$ cat config.mk
export PLATFORM = sky130hd
export DESIGN_NAME = thermistor_lut_linearizer_unit
export DESIGN_NICKNAME = d
export VERILOG_FILES = /design/src/design/tll_pkg.sv /design/src/design/tll_ctrl.sv /design/src/design/tll_dp.sv /design/src/design/thermistor_lut_linearizer_unit.sv
export SDC_FILE = /design/constraint.sdc
export NUM_CORES = 1
export LEC_CHECK = 0
export BUFFER_PORTS_ARGS = -buffer_cell sky130_fd_sc_hd__buf_2
export CAP_MARGIN = 20
export CELL_PAD_IN_SITES_DETAIL_PLACEMENT = 1
export CELL_PAD_IN_SITES_GLOBAL_PLACEMENT = 2
export CORE_MARGIN = 2
export CORE_UTILIZATION = 40
export DETAILED_ROUTE_END_ITERATION = 6
export PLACE_DENSITY = 0.85
export SYNTH_ARGS = -nofsm -noshare
export SYNTH_HDL_FRONTEND = slang
export SYNTH_HIERARCHICAL = 1
export SYNTH_SLANG_ARGS = --single-unit
$ cat constraint.sdc
create_clock -name clk -period 9.9 [get_ports clk]
set_input_delay 0.495 -clock clk [delete_from_list [all_inputs] [get_ports clk]]
set_output_delay 0.495 -clock clk [all_outputs]
set_load 0.005 [all_outputs]
$ cat src/design/tll_pkg.sv
// ----------------------------------------------------------------------------
// tll_pkg
// shared types and constants of the thermistor table linearizer
// ----------------------------------------------------------------------------
package tll_pkg;

	localparam int TABLE_ENTRIES_DEF = 32;

	localparam int IDX_W    = 5;
	localparam int VALUE_W  = 16;
	localparam int SAMPLE_W = 14;
	localparam int SCALE_W  = 8;
	localparam int TEMP_W   = 8;
	localparam int IN_DATA_W = 40;

	localparam logic [TEMP_W-1:0]  TOP_TEMPERATURE  = 8'd150;
	localparam logic [SCALE_W-1:0] STEP_SCALE_RESET = 8'd5;

	// request kinds carried on s_tuser
	localparam logic CMD_WRITE   = 1'b0;
	localparam logic CMD_CONVERT = 1'b1;

	typedef enum logic [2:0] {
		RD_FIRST,
		RD_LAST,
		RD_MID_INIT,
		RD_MID_NEXT,
		RD_SEG,
		RD_SEG_NEXT
	} rd_sel_t;

	typedef enum logic [1:0] {
		SEG_ZERO,
		SEG_LAST,
		SEG_MID,
		SEG_HI
	} seg_sel_t;

	typedef struct packed {
		logic     cap_in;
		logic     wr_en;
		logic     rd_en;
		rd_sel_t  rd_sel;
		logic     bis_init;
		logic     bis_step;
		logic     seg_ld;
		seg_sel_t seg_sel;
		logic     cap_e;
		logic     cap_n;
		logic     prep;
		logic     div_init;
		logic     div_step;
		logic     out_ld;
		logic     out_top;
	} tll_cmd_t;

	typedef struct packed {
		logic t0_le_s;
		logic tl_ge_s;
		logic bis_eq;
		logic bis_hi_neg;
		logic bis_crossed;
		logic seg_last;
		logic div_last;
		logic out_free;
	} tll_stat_t;

endpackage

$ cat src/design/tll_ctrl.sv
// ----------------------------------------------------------------------------
// tll_ctrl
// sequencer: table search, interpolation and divide steps
// ----------------------------------------------------------------------------
module tll_ctrl (
	input  logic              clk,
	input  logic              arst_n,
	input  logic              in_valid,
	input  logic              in_kind,
	output logic              in_ready,
	input  tll_pkg::tll_stat_t stat,
	output tll_pkg::tll_cmd_t  cmd
);

	typedef enum logic [11:0] {
		S_IDLE = 12'b0000_0000_0001,
		S_CHK0 = 12'b0000_0000_0010,
		S_CHKL = 12'b0000_0000_0100,
		S_BIS  = 12'b0000_0000_1000,
		S_RDE  = 12'b0000_0001_0000,
		S_RDN  = 12'b0000_0010_0000,
		S_CAPN = 12'b0000_0100_0000,
		S_PREP = 12'b0000_1000_0000,
		S_DIVI = 12'b0001_0000_0000,
		S_DIV  = 12'b0010_0000_0000,
		S_DONE = 12'b0100_0000_0000,
		S_TOP  = 12'b1000_0000_0000
	} state_t;

	state_t state_q, state_d;

	assign in_ready = (state_q == S_IDLE);

	always_ff @(posedge clk or negedge arst_n) begin
		if (!arst_n) begin
			state_q <= S_IDLE;
		end else begin
			state_q <= state_d;
		end
	end

	always_comb begin
		cmd     = '0;
		state_d = state_q;
		unique case (state_q)
			S_IDLE: begin
				if (in_valid) begin
					cmd.cap_in = 1'b1;
					if (in_kind == tll_pkg::CMD_WRITE) begin
						cmd.wr_en = 1'b1;
					end else begin
						cmd.rd_en  = 1'b1;
						cmd.rd_sel = tll_pkg::RD_FIRST;
						state_d    = S_CHK0;
					end
				end
			end
			S_CHK0: begin
				if (stat.t0_le_s) begin
					cmd.seg_ld  = 1'b1;
					cmd.seg_sel = tll_pkg::SEG_ZERO;
					state_d     = S_RDE;
				end else begin
					cmd.rd_en  = 1'b1;
					cmd.rd_sel = tll_pkg::RD_LAST;
					state_d    = S_CHKL;
				end
			end
			S_CHKL: begin
				if (stat.tl_ge_s) begin
					state_d = S_TOP;
				end else begin
					cmd.bis_init = 1'b1;
					cmd.rd_en    = 1'b1;
					cmd.rd_sel   = tll_pkg::RD_MID_INIT;
					state_d      = S_BIS;
				end
			end
			S_BIS: begin
				if (stat.bis_eq) begin
					cmd.seg_ld  = 1'b1;
					cmd.seg_sel = tll_pkg::SEG_MID;
					state_d     = S_RDE;
				end else if (stat.bis_hi_neg) begin
					cmd.seg_ld  = 1'b1;
					cmd.seg_sel = tll_pkg::SEG_ZERO;
					state_d     = S_RDE;
				end else if (stat.bis_crossed) begin
					cmd.seg_ld  = 1'b1;
					cmd.seg_sel = tll_pkg::SEG_HI;
					state_d     = S_RDE;
				end else begin
					cmd.bis_step = 1'b1;
					cmd.rd_en    = 1'b1;
					cmd.rd_sel   = tll_pkg::RD_MID_NEXT;
				end
			end
			S_RDE: begin
				if (stat.seg_last) begin
					state_d = S_TOP;
				end else begin
					cmd.rd_en  = 1'b1;
					cmd.rd_sel = tll_pkg::RD_SEG;
					state_d    = S_RDN;
				end
			end
			S_RDN: begin
				cmd.cap_e  = 1'b1;
				cmd.rd_en  = 1'b1;
				cmd.rd_sel = tll_pkg::RD_SEG_NEXT;
				state_d    = S_CAPN;
			end
			S_CAPN: begin
				cmd.cap_n = 1'b1;
				state_d   = S_PREP;
			end
			S_PREP: begin
				cmd.prep = 1'b1;
				state_d  = S_DIVI;
			end
			S_DIVI: begin
				cmd.div_init = 1'b1;
				state_d      = S_DIV;
			end
			S_DIV: begin
				cmd.div_step = 1'b1;
				if (stat.div_last) begin
					state_d = S_DONE;
				end
			end
			S_DONE: begin
				if (stat.out_free) begin
					cmd.out_ld = 1'b1;
					state_d    = S_IDLE;
				end
			end
			S_TOP: begin
				if (stat.out_free) begin
					cmd.out_ld  = 1'b1;
					cmd.out_top = 1'b1;
					state_d     = S_IDLE;
				end
			end
			default: begin
				state_d = S_IDLE;
			end
		endcase
	end

endmodule

$ cat src/design/tll_dp.sv
// ----------------------------------------------------------------------------
// tll_dp
// threshold table, bisection registers, multiplier, restoring divider
// and output register
// ----------------------------------------------------------------------------
module tll_dp #(
	parameter int TABLE_ENTRIES = tll_pkg::TABLE_ENTRIES_DEF
) (
	input  logic                          clk,
	input  logic                          arst_n,
	input  tll_pkg::tll_cmd_t             cmd,
	output tll_pkg::tll_stat_t            stat,
	input  logic [tll_pkg::IN_DATA_W-1:0] in_data,
	input  logic                          cfg_we,
	input  logic [tll_pkg::SCALE_W-1:0]   cfg_wdata,
	output logic                          out_valid,
	input  logic                          out_ready,
	output logic [tll_pkg::TEMP_W-1:0]    out_temp,
	output logic                          out_flat
);

	localparam int AW = $clog2(TABLE_ENTRIES);
	localparam logic [AW-1:0] LAST_IDX = AW'(TABLE_ENTRIES - 2);
	localparam logic [AW-1:0] MID_INIT = AW'((TABLE_ENTRIES - 2) / 2);
	localparam logic [6:0]    ENTRIES7 = 7'(TABLE_ENTRIES);

	localparam int VW = tll_pkg::VALUE_W;
	localparam int PW = tll_pkg::SCALE_W + VW;

	// request fields
	logic [tll_pkg::IDX_W-1:0]    in_idx;
	logic [VW-1:0]                in_value;
	logic [tll_pkg::SAMPLE_W-1:0] in_sample;
	logic [6:0]                   idx7;
	logic [AW-1:0]                waddr;
	logic                         idx_ok;

	assign in_idx    = in_data[4:0];
	assign in_value  = in_data[20:5];
	assign in_sample = in_data[34:21];
	assign idx7      = {2'b00, in_idx};
	assign waddr     = idx7[AW-1:0];
	assign idx_ok    = (idx7 < ENTRIES7);

	logic [VW-1:0] mem_q [TABLE_ENTRIES];
	logic [VW-1:0] rdata_q;
	logic [AW-1:0] raddr;

	logic [VW-1:0]              smp_q;
	logic [tll_pkg::SCALE_W-1:0] scale_q;
	logic [AW-1:0]              lo_q, hi_q, mid_q, seg_q;
	logic                       first_q;
	logic [VW-1:0]              e_q, n_q, dvs_q;
	logic [PW-1:0]              prod_q;
	logic                       flat_q, rise_q;
	logic [tll_pkg::TEMP_W-1:0] base_q;
	logic [VW-1:0]              rem_q;
	logic [7:0]                 dq_q;
	logic [2:0]                 cnt_q;
	logic                       out_valid_q;
	logic [tll_pkg::TEMP_W-1:0] out_temp_q;
	logic                       out_flat_q;

	// bisection step
	logic          gt, eq;
	logic [AW-1:0] lo_n, hi_n, mid_nx, seg_d;
	logic [AW:0]   mid_sum;

	assign eq      = (smp_q == rdata_q);
	assign gt      = (smp_q > rdata_q);
	assign lo_n    = (!gt && !first_q) ? (mid_q + AW'(1)) : lo_q;
	assign hi_n    = gt ? (mid_q - AW'(1)) : hi_q;
	assign mid_sum = {1'b0, lo_n} + {1'b0, hi_n};
	assign mid_nx  = mid_sum[AW:1];

	always_comb begin
		case (cmd.rd_sel)
			tll_pkg::RD_FIRST:    raddr = '0;
			tll_pkg::RD_LAST:     raddr = LAST_IDX;
			tll_pkg::RD_MID_INIT: raddr = MID_INIT;
			tll_pkg::RD_MID_NEXT: raddr = mid_nx;
			tll_pkg::RD_SEG:      raddr = seg_q;
			tll_pkg::RD_SEG_NEXT: raddr = seg_q + AW'(1);
			default:              raddr = '0;
		endcase
	end

	always_comb begin
		case (cmd.seg_sel)
			tll_pkg::SEG_ZERO: seg_d = '0;
			tll_pkg::SEG_LAST: seg_d = LAST_IDX;
			tll_pkg::SEG_MID:  seg_d = mid_q;
			tll_pkg::SEG_HI:   seg_d = hi_n;
			default:           seg_d = '0;
		endcase
	end

	always_ff @(posedge clk) begin
		if (cmd.wr_en && idx_ok) begin
			mem_q[waddr] <= in_value;
		end
		if (cmd.rd_en) begin
			rdata_q <= mem_q[raddr];
		end
	end

	// interpolation terms
	logic [VW-1:0]                 x_clamp, num;
	logic [PW-1:0]                 prod_d;
	logic [tll_pkg::SCALE_W+AW-1:0] base_prod;

	assign x_clamp   = (smp_q < e_q) ? smp_q : e_q;
	assign num       = (x_clamp >= n_q) ? (e_q - x_clamp) : (e_q - n_q);
	assign prod_d    = PW'(scale_q) * PW'(num);
	assign base_prod = (tll_pkg::SCALE_W+AW)'(scale_q) * (tll_pkg::SCALE_W+AW)'(seg_q);

	// restoring divide, one quotient bit a cycle
	logic [VW:0] trial;
	logic        ge;

	assign trial = {rem_q, dq_q[7]};
	assign ge    = (trial >= {1'b0, dvs_q});

	always_ff @(posedge clk) begin
		if (cmd.cap_in) begin
			smp_q <= VW'(in_sample);
		end
		if (cmd.bis_init) begin
			lo_q    <= '0;
			hi_q    <= LAST_IDX;
			mid_q   <= MID_INIT;
			first_q <= 1'b1;
		end else if (cmd.bis_step) begin
			lo_q    <= lo_n;
			hi_q    <= hi_n;
			mid_q   <= mid_nx;
			first_q <= 1'b0;
		end
		if (cmd.seg_ld) begin
			seg_q <= seg_d;
		end
		if (cmd.cap_e) begin
			e_q <= rdata_q;
		end
		if (cmd.cap_n) begin
			n_q <= rdata_q;
		end
		if (cmd.prep) begin
			prod_q <= prod_d;
			dvs_q  <= e_q - n_q;
			flat_q <= (e_q == n_q);
			rise_q <= (e_q < n_q);
			base_q <= base_prod[tll_pkg::TEMP_W-1:0];
		end
		if (cmd.div_init) begin
			rem_q <= prod_q[PW-1:8];
			dq_q  <= prod_q[7:0];
			cnt_q <= '0;
		end else if (cmd.div_step) begin
			rem_q <= ge ? VW'(trial - {1'b0, dvs_q}) : trial[VW-1:0];
			dq_q  <= {dq_q[6:0], ge};
			cnt_q <= cnt_q + 3'd1;
		end
	end

	always_ff @(posedge clk or negedge arst_n) begin
		if (!arst_n) begin
			scale_q <= tll_pkg::STEP_SCALE_RESET;
		end else if (cfg_we) begin
			scale_q <= cfg_wdata;
		end
	end

	// output register
	logic [tll_pkg::TEMP_W-1:0] frac;

	always_comb begin
		if (flat_q) begin
			frac = '0;
		end else if (rise_q) begin
			frac = scale_q;
		end else begin
			frac = dq_q;
		end
	end

	always_ff @(posedge clk or negedge arst_n) begin
		if (!arst_n) begin
			out_valid_q <= 1'b0;
		end else if (cmd.out_ld) begin
			out_valid_q <= 1'b1;
		end else if (out_ready) begin
			out_valid_q <= 1'b0;
		end
	end

	always_ff @(posedge clk) begin
		if (cmd.out_ld) begin
			out_temp_q <= cmd.out_top ? tll_pkg::TOP_TEMPERATURE : (base_q + frac);
			out_flat_q <= cmd.out_top ? 1'b0 : flat_q;
		end
	end

	assign out_valid = out_valid_q;
	assign out_temp  = out_temp_q;
	assign out_flat  = out_flat_q;

	assign stat.t0_le_s     = (rdata_q <= smp_q);
	assign stat.tl_ge_s     = (rdata_q >= smp_q);
	assign stat.bis_eq      = eq;
	assign stat.bis_hi_neg  = gt && (mid_q == '0);
	assign stat.bis_crossed = (lo_n > hi_n);
	assign stat.seg_last    = (seg_q == LAST_IDX);
	assign stat.div_last    = (cnt_q == 3'd7);
	assign stat.out_free    = !out_valid_q || out_ready;

endmodule

$ cat src/design/thermistor_lut_linearizer_unit.sv
// ----------------------------------------------------------------------------
// thermistor_lut_linearizer_unit
// thermistor sample to temperature by search and interpolation in a loaded table
// ----------------------------------------------------------------------------
// table write request: the next request may follow at once
// convert request: one table read per search step (up to 6) plus 8 divide steps
// the next request is taken in the cycle after the result is loaded; a result still
//   waiting in the output register holds a finished convert back
// arst_n clears the sequencer and output valid, sets step_scale to 5; table not cleared
module thermistor_lut_linearizer_unit #(
	parameter int TABLE_ENTRIES = tll_pkg::TABLE_ENTRIES_DEF
) (
	input  logic                          clk,
	input  logic                          arst_n,
	input  logic                          s_tvalid,
	output logic                          s_tready,
	// entry_index[4:0], entry_value[20:5], sample[34:21], zero [39:35]
	input  logic [tll_pkg::IN_DATA_W-1:0] s_tdata,
	// cmd[0]
	input  logic                          s_tuser,
	output logic                          m_tvalid,
	input  logic                          m_tready,
	// temperature[7:0]
	output logic [tll_pkg::TEMP_W-1:0]    m_tdata,
	// flat_segment[0]
	output logic                          m_tuser,
	input  logic                          cfg_we,
	input  logic [tll_pkg::SCALE_W-1:0]   cfg_wdata
);

	tll_pkg::tll_cmd_t  cmd;
	tll_pkg::tll_stat_t stat;

	tll_ctrl u_ctrl (
		.clk      (clk),
		.arst_n   (arst_n),
		.in_valid (s_tvalid),
		.in_kind  (s_tuser),
		.in_ready (s_tready),
		.stat     (stat),
		.cmd      (cmd)
	);

	tll_dp #(
		.TABLE_ENTRIES (TABLE_ENTRIES)
	) u_dp (
		.clk       (clk),
		.arst_n    (arst_n),
		.cmd       (cmd),
		.stat      (stat),
		.in_data   (s_tdata),
		.cfg_we    (cfg_we),
		.cfg_wdata (cfg_wdata),
		.out_valid (m_tvalid),
		.out_ready (m_tready),
		.out_temp  (m_tdata),
		.out_flat  (m_tuser)
	);

`ifndef SYNTHESIS
	// result only written into a free output slot
	a_out_slot_free: assert property (@(posedge clk) disable iff (!arst_n)
		cmd.out_ld |-> (!m_tvalid || m_tready))
		else $error("result loaded over a pending result");

	// a convert request keeps the block busy on the next cycle
	a_convert_busy: assert property (@(posedge clk) disable iff (!arst_n)
		(s_tvalid && s_tready && s_tuser == tll_pkg::CMD_CONVERT) |=> !s_tready)
		else $error("convert request did not start the sequencer");

	// a table write finishes in its own cycle
	a_write_single: assert property (@(posedge clk) disable iff (!arst_n)
		(s_tvalid && s_tready && s_tuser == tll_pkg::CMD_WRITE) |=> s_tready)
		else $error("table write held the sequencer");

	// table written only by an accepted write request
	a_write_origin: assert property (@(posedge clk) disable iff (!arst_n)
		cmd.wr_en |-> (s_tvalid && s_tready && s_tuser == tll_pkg::CMD_WRITE))
		else $error("table write without a write request");
`endif

endmodule

==> flow_summary_export.csv <==
group,metric,value,unit
synthesis,ys_types,93,
timing,worst_pin_slew,1.067,ns
hold_path,min_to,"u_dp/smp_q[11]",
clocking,numCtsBuffers,77,
setup_path,slowest_stage,"o32ai_4",
timing,max_slew_margin,0.2867,
final_layout,final_nets,3588,
hold_path,worstHoldPathCells,1,
clocking,cts.clk_slew.worst_paths,0.06,ns
job,cap_violations,0,
synthesis,yosys.area.top_type,"edfxtp_1",
synthesis,synthSimpleGateAreaFrac,0.1497,
timing,fin_crit,9.229,ns
synthesis,synthFlopType,"edfxtp_1",
synthesis,synth-compound-area-share,0.07365,
route,antenna_left,0,
placed_design,hpwlAfterDp,66530,um
placed_design,place_congestion,0.8136,
synthesis,synth_adder_area_share,0.1100,
synthesis,synth_area,0.03727,mm^2
final_layout,fillers,9797,
timing,drv_slew,0,
setup_path,reg2reg_slack,0.67,ns
clocking,tritoncts,"yes",
setup_path,cp-end-kind,"flip-flop",
setup_path,critPathMaxFanout,29,
synthesis,synth_edf_count,662,
final_layout,drive_gt1_frac,0.1019,
outcome,status,"finished, final reports clean",
clocking,post_cts_resized,0,
clocking,cts_root_buffer,"clkbuf_16",
grt,grt_pass1_vias,26590,
synthesis,ys_warn_count,6,
synthesis,avgSynthCellArea,11.72,um^2
setup_path,setup.worst_path.class,"reg2reg",
hold_path,hp-class,"in2reg",
floorplanning,fp.dieArea,0.09564,mm^2
route,drt_first_pass_iters,5,
synthesis,ys_ff_latch,702,
floorplanning,initial_core_util,0.4054,
floorplanning,core_area,0.09194,mm^2
timing,setup_viol,0,
synthesis,postSynthCellCount,3181,
floorplanning,die_h,309.3,um
timing,timing.final.hold_violations,0,
route,drc,0,
floorplanning,pin_count,65,
hold_path,min_from,"s_tdata[32]",
setup_path,max_stage_delay,0.75,ns
clocking,htreeDepth,3,
synthesis,synth-xor-area-share,0.01739,
timing,fin_worst_skew,0.03719,ns
route,vias_per_cell,5.426,
placed_design,portBuffers,59,
synthesis,ys_seq_area_frac,0.5578,
synthesis,synth_top_area_frac,0.5334,
route,drt-total-wl,99460,um
timing,fin_setup_tns,0,ns
final_layout,area_growth,11.86,%
timing,fin_hold_ws,0.05019,ns
synthesis,synthMuxAreaShare,0.04985,
synthesis,yosys-top-cells-area,"edfxtp_1, ha_1, fa_1",
timing,rsz0062_at_grt,"no",
setup_path,timing.rr.start,"u_dp/smp_q[9]",
route,wire_per_inst,21.75,um
grt,grt_max_degree,144,
timing,fin_crit_sh,0.9322,
grt,grt_pass1_wl,153700,um
grt,grtUsageTotal,0.2095,
final_layout,final_cell_mix,"edfxtp_1, nand2_1, inv_1, nand3_1, a21oi_1",
floorplanning,placementRows,111,
setup_path,reg2reg_depth,34,
clocking,clk_path_buf_depth,3,
setup_path,r2r-end,"u_dp/prod_q[20]",
clocking,insertion_delay,0.65,ns
route,drt-initial-drc-count,1502,
synthesis,synth_top_family_by_area,"simple AND/OR/NAND/NOR gates",
grt,grt_overflow,0,
clocking,cts_num_sinks,702,
synthesis,async_flop_share,0.02991,
setup_path,cp.arrival,9.62,ns
final_layout,final_util,0.4535,
power,power_leakage,16.59,nW
power,power_density,231.5,mW/mm^2
route,vias,24810,
floorplanning,die_w,309.3,um
final_layout,mostFrequentLayoutCell,"edfxtp_1",
setup_path,crit_path_start_kind,"flip-flop",
grt,antenna_found_initial,4,
timing,timing.fmax,0.1084,GHz
setup_path,crit_required,10.29,ns
power,peakVddDrop,0.1568,mV
## state kept, by name (all words and copies together) (netlist names), 3 cells and up
| register | count |
|---|---|
| u_dp/e_q | 16 |
| u_dp/seg_q | 5 |
| u_dp/out_temp | 8 |
| u_dp/prod_q | 24 |
| u_dp/dq_q | 8 |
| u_dp/lo_q | 5 |
| u_dp/mem_q | 512 |
| u_dp/smp_q | 14 |
| u_dp/scale_q | 8 |
| u_dp/rdata_q | 16 |
| u_dp/mid_q | 5 |
| u_dp/n_q | 16 |
| u_dp/rem_q | 16 |
| u_dp/cnt_q | 3 |
| u_dp/hi_q | 5 |
| u_dp/base_q | 8 |
| u_ctrl/state_q | 12 |
| u_dp/dvs_q | 16 |
## metrics by stage
| step | instance area (um^2) | total power (W) | setup WS (ns) | instances |
|---|---|---|---|---|
| detailed placement | 39210 | 0.006907 | 0.5559 | 4427 |
| global route | 41690 | 0.01027 | 0.01716 | 4570 |
| global placement | 39210 | 0.006802 | 0.6510 | 4427 |
| floorplan | 37270 | 0.006034 | 1.479 | 3182 |
| CTS | 41670 | 0.009750 | 0.5264 | 4567 |
| finish | 41690 | 0.009654 | 0.6712 | 4572 |
## power breakdown
| group | internal, W | total [W] | switching [W] |
|---|---|---|---|
| clock network | 0.00160 | 0.00281 | 0.00121 |
| logic | 0.00138 | 0.00328 | 0.00190 |
| registers | 0.00348 | 0.00356 | 0.0000794 |
| total | 0.00646 | 0.00965 | 0.00319 |
## repair_timing
action	in CTS	in global routing
endpoints found under the hold margin	19	0
buffers inserted	0	0
hold buffers	2	0
## area by class of cell
type	count	area (um^2)	area share
flip-flops and latches	702	20790	0.4986
multi-input cells	2114	15020	0.3603
clock buffers	95	1994	0.04784
well taps	1243	1555	0.03730
repair buffers	146	1026	0.02461
inverters	226	848.3	0.02035
clock inverters	43	447.9	0.01074
diodes	3	7.507	0.0001801
## how the worst max path moves through the flow
| stage | from | endpoint | slack [ns] | cells after the start |
|---|---|---|---|---|
| after CTS | u_dp/smp_q[9] | u_dp/prod_q[20] | 0.53 | 34 |
| after global placement | u_dp/e_q[1] | u_dp/prod_q[20] | 0.65 | 34 |
| after floorplan | u_dp/e_q[1] | u_dp/prod_q[20] | 1.48 | 36 |
| after global routing | u_dp/e_q[1] | u_dp/prod_q[20] | 0.02 | 35 |
| final | u_dp/smp_q[9] | u_dp/prod_q[20] | 0.67 | 34 |
| after detailed placement | u_dp/smp_q[9] | u_dp/prod_q[20] | 0.56 | 33 |
## layer usage
layer	wire, um	track usage	vias to the layer above
met3	4059	0.02691	159
met4	2788	0.06582	2
li1	-	-	11540
met1	41670	0.2588	12610
met2	50910	0.3797	495
met5	20	0	-
## Yosys cell counts, types with 35 or more instances
cell type,count
a21oi_1,180
and2_1,100
buf_2,35
clkbuf_1,73
edfxtp_1,662
fa_1,100
ha_1,167
inv_1,225
mux2i_1,153
nand2_1,499
nand3_1,222
nor2_1,145
o21ai_0,45
xnor2_1,53
## critical path, delay by kind of cell, from the launching register on
kind | cells | cell delay [ns]
AND/OR/NAND/NOR | 5 | 0.62
AO/OA/AOI/OAI | 16 | 3.74
buffers and inverters | 4 | 0.65
adder cells (fa/ha/maj) | 7 | 2.93
flip-flops | 1 | 0.45
multiplexers | 2 | 0.60
## cell families after synthesis
group                    count (synthesis)
XOR/XNOR                                74
buffers and inverters                  366
adder cells (fa/ha/maj)                268
multiplexers                           182
AO/OA/AOI/OAI                          428
flip-flops                             702
AND/OR/NAND/NOR                       1160
other                                    1
Note: power is estimated with default switching activity, not from simulation.
